### config.mk
export PLATFORM = sky130hd
export DESIGN_NAME = lbp_cell
export DESIGN_NICKNAME = d
export VERILOG_FILES = /design/src/design/lbp_pkg.sv /design/src/design/lbp_cell.sv
export SDC_FILE = /design/constraint.sdc
export NUM_CORES = 1
export LEC_CHECK = 0
export ABC_AREA = 1
export ABC_CLOCK_PERIOD_IN_PS = 1600
export BUFFER_PORTS_ARGS = -buffer_cell sky130_fd_sc_hd__buf_2
export CORE_MARGIN = 5
export CORE_UTILIZATION = 35
export DETAILED_ROUTE_END_ITERATION = 6
export PLACE_DENSITY = 0.59
export SYNTH_ARGS = -nofsm -noshare
export SYNTH_HDL_FRONTEND = slang
export SYNTH_SLANG_ARGS = --single-unit
### constraint.sdc
create_clock -name i_clk -period 1.6 [get_ports i_clk]
set_input_delay 0.08 -clock i_clk [delete_from_list [all_inputs] [get_ports i_clk]]
set_output_delay 0.08 -clock i_clk [all_outputs]
set_load 0.01 [all_outputs]
### src/design/lbp_pkg.sv
package lbp_pkg;

    localparam int LBP_PIX_W       = 8;
    localparam int LBP_CODE_W      = 8;
    localparam int LBP_WIDTH_W     = 12;
    localparam int LBP_HEIGHT_W    = 13;
    localparam int LBP_CFG_W       = 13;
    localparam int LBP_ROW_W       = 12;
    localparam int LBP_MAX_WIDTH   = 2048;
    localparam int LBP_HEIGHT_LIM  = 4096;
    localparam int LBP_RST_WIDTH   = 640;
    localparam int LBP_RST_HEIGHT  = 480;
    localparam int LBP_MIN_DIM     = 3;

    typedef enum logic [0:0] {
        CFG_FRAME_WIDTH  = 1'b0,
        CFG_FRAME_HEIGHT = 1'b1
    } t_cfg_reg;

    // one column of the 3x3 window
    typedef struct packed {
        logic [LBP_PIX_W-1:0] top;
        logic [LBP_PIX_W-1:0] mid;
        logic [LBP_PIX_W-1:0] bot;
    } t_column;

    typedef struct packed {
        logic shift;
        logic clear;
    } t_cell_ctrl;

    typedef struct packed {
        logic top;
        logic mid;
        logic bot;
    } t_gt_flags;

endpackage

### src/design/lbp_cell.sv
module lbp_cell
    import lbp_pkg::*;
(
    input  logic                 i_clk,
    input  t_cell_ctrl           i_ctrl,
    input  t_column              i_col,
    input  logic [LBP_PIX_W-1:0] i_centre,
    output t_column              o_col,
    output t_gt_flags            o_gt
);

    t_column r_col;

    always_ff @(posedge i_clk) begin
        if (i_ctrl.clear) begin
            r_col <= '0;
        end else if (i_ctrl.shift) begin
            r_col <= i_col;
        end
    end

    assign o_col      = r_col;
    assign o_gt.top   = r_col.top > i_centre;
    assign o_gt.mid   = r_col.mid > i_centre;
    assign o_gt.bot   = r_col.bot > i_centre;

endmodule

==> results.tsv <==
metric	value	unit
status	complete, no violations	
r2r endpoint	o_col[3]	
Syn-to-layout area delta	47.23	%
chip height	73.70	µm
headroom to the max-slew limit	65.30	%
cts hold-fix bufs	0	
Core Region	3971	µm²
ys flop type	dfxtp_1	
GR Util All Layers	14.26	%
worst-case reg-to-reg path depth	3	
Routability Congestion	0.7639	
Cell Pwr Density	678.1	nW/µm²
critical path class	flop to primary output	
largest net degree at the start of global routing	28	
initial antenna violation count	0	
Synth top cells by count	nand2_1 (66), a21oi_1 (30), dfxtp_1 (24), ha_1 (24), inv_1 (19)	
vias in the first global route	1361	
first-pass GRT wire length	5968	µm
critical path endpoint category	primary output	
count of final setup violators	0	
critical-path maximum fanout	3	
EDFF count, synth	0	
hold slack	0.04304	ns
worst setup path start	o_col[21]	
synthesized area	1420	µm²
largest family of logic cells by synthesized area	simple AND/OR/NAND/NOR gates	
ANT cells	0	
final hold violation count	0	
Leakage	1.020	nW
Synth Area in Simple Gates	22.47	%
slowest cell on the critical path	dfxtp_4	
Final Instance Area	2091	µm²
worst min path class	input pin to flop	
CP max stage delay	0.36	ns
DRC	0	
# nets final	315	
Clock Pin Slew Worst Setup and Hold Paths	0.09	ns
Tightest Pin Transition	0.5205	ns
flops & latches, synth	24	
Yosys cell types	12	
clk sink count	24	
Yosys Warn Count	0	
CP cell instances	ha_4 -> nand2_2 -> nor2_4 -> nand3_2 -> nor2_1 -> a21oi_2 -> buf_2	
required time of the critical path	1.52	ns
Row Count	23	
Inserted Clock Buffers	3	
mux share of post-synthesis cell area	0	%
CTS max path bufs	2	
Die X	73.70	µm
Skew-Pair Late Insertion Delay	0.27	ns
Port-buffer cells	61	
Synth Area in Adders	21.15	%
Period Utilization, post-route	97.09	%
Synth Area in Compound Gates	14.80	%
count leader, synth	nand2_1	
minimum clock period	1.553	ns
placed cell area	1760	µm²
RSZ-0062 raised after global routing	true	
average size of a mapped cell	7.320	µm²
FF-to-FF setup slack	0.89	ns
dominant cells by area after synthesis	dfxtp_1 (34%), ha_1 (21%), nand2_1 (17%), a21oi_1 (11%), inv_1 (5.0%)	
number of cells on the critical path	7	
R2R Path Start	o_col[3]	
DRT antenna net count	0	
post-synth top area share	33.83	%
FFs w/ async S/R, synth	0	%
TritonCTS clock tree	yes	
Inst Count DP	300	
Pins Over Slew Limit	0	
DRT iter0 DRCs	64	
fmax	643.7	MHz
Max-Cap Viols	0	
Routed Wire Length	4063	µm
sequential fraction of the synthesis area	33.83	%
root buf cell	clkbuf_8	
biggest area consumer among synthesized cells	dfxtp_1	
crit path DAT	1.47	ns
Post-Syn Nets	253	
layout cell share with drive strength beyond 1	46.06	%
IO Pins	62	
total number of vias	1418	
Mapped Cells	194	
total die area	5432	µm²
CP top delay family	simple AND/OR/NAND/NOR gates	
via/cell ratio	4.664	
dpl hpwl	2836	µm
overflow left after global routing	0	
non-filler cells, final	304	
Worst Path Buf+Inv	1	
XOR/XNOR Fraction of Synth Area	0	%
htree depth	1	
max reg flops	24	
TritonRoute pass-1 iters	3	
CP Capture Point	o_gt[2]	
Worst VDD drop	507.0	µV
Worst Setup Start Kind	flop	
initial cell density of the core	35.76	%
clock skew	0	ns
mean routed wirelength per cell	13.37	µm
==> worst min path at each step <==
stage	slack, ns	to	depth (start not counted)	startpoint
finish	0.04	o_col[19]	3	i_col[19]
global route	0.04	o_col[19]	3	i_col[19]
CTS	0.05	o_col[1]	3	i_col[1]
detailed placement	0.34	o_col[12]	3	i_col[12]
global placement	0.34	o_col[12]	3	i_col[12]
floorplan	0.15	o_col[7]	1	i_ctrl[0]
==> per-layer routing <==
metal	track usage [%]	part of all wire, %
met4	4.024	1.1
met3	5.609	7.5
met5	0	0
met1	16.65	41
met2	24.02	50
==> tightest hold or removal path, delay by kind of cell <==
kind / cells / cell delay, ns
AND/OR/NAND/NOR: 1 / 0.05
buffers and inverters: 1 / 0.09
AO/OA/AOI/OAI: 1 / 0.05
==> layout by cell type, fill, tap and decap left out, types with 3 or more instances in the layout <==
cell type | Yosys | routed
a21oi_2 | 0 | 3
dfxtp_2 | 0 | 12
a21o_1 | 3 | 3
nor2_4 | 0 | 3
nand2_1 | 66 | 60
buf_2 | 4 | 61
ha_1 | 24 | 9
clkbuf_8 | 0 | 3
dfxtp_1 | 24 | 10
nor2_2 | 0 | 3
inv_1 | 19 | 18
nor2_1 | 15 | 9
a21oi_1 | 30 | 27
a211oi_2 | 3 | 3
nand2_2 | 0 | 5
ha_4 | 0 | 15
==> kinds of logic (layout without fill, tap and decap cells) <==
kind of cell    after synthesis  after routing
compound gates               36             36
buf+inv                      26             86
flops                        24             24
fa+ha+maj                    24             24
simple gates                 84             84
==> stage by stage <==
stage / setup WS (ns) / util [%] / total power [mW] / TNS (ns)
2_1_floorplan: 0.4467 / - / 0.8528 / 0
3_3_place_gp: 0.2995 / 44.33 / 0.9738 / 0
3_5_place_dp: 0.2814 / 44.33 / 0.9784 / 0
4_1_cts: 0.01184 / 45.56 / 1.349 / 0
5_1_grt: -0.01025 / 52.65 / 1.502 / -0.01896
6_report: 0.04658 / 52.65 / 1.418 / 0
==> report_power, final <==
part,total (mW),internal (mW),switching [mW]
logic,0.385,0.177,0.209
registers,0.668,0.634,0.0346
clock network,0.364,0.169,0.195
==> cell type report <==
cell class                      count  area [µm²]
Fill cell                         391        1881
Multi-Input combinational cell    144        1089
Sequential cell                    24       503.0
Timing Repair Buffer               63       320.3
Inverter                           20       75.07
Tap cell                           50       62.56
Clock buffer                        3       41.29
==> repair_timing <==
item	in CTS	in global routing
gates resized for setup	3	50
pin swaps	0	9
setup buffers	0	1
setup endpoints to repair	3	3
No activity file was read; power rests on OpenSTA's default activity.
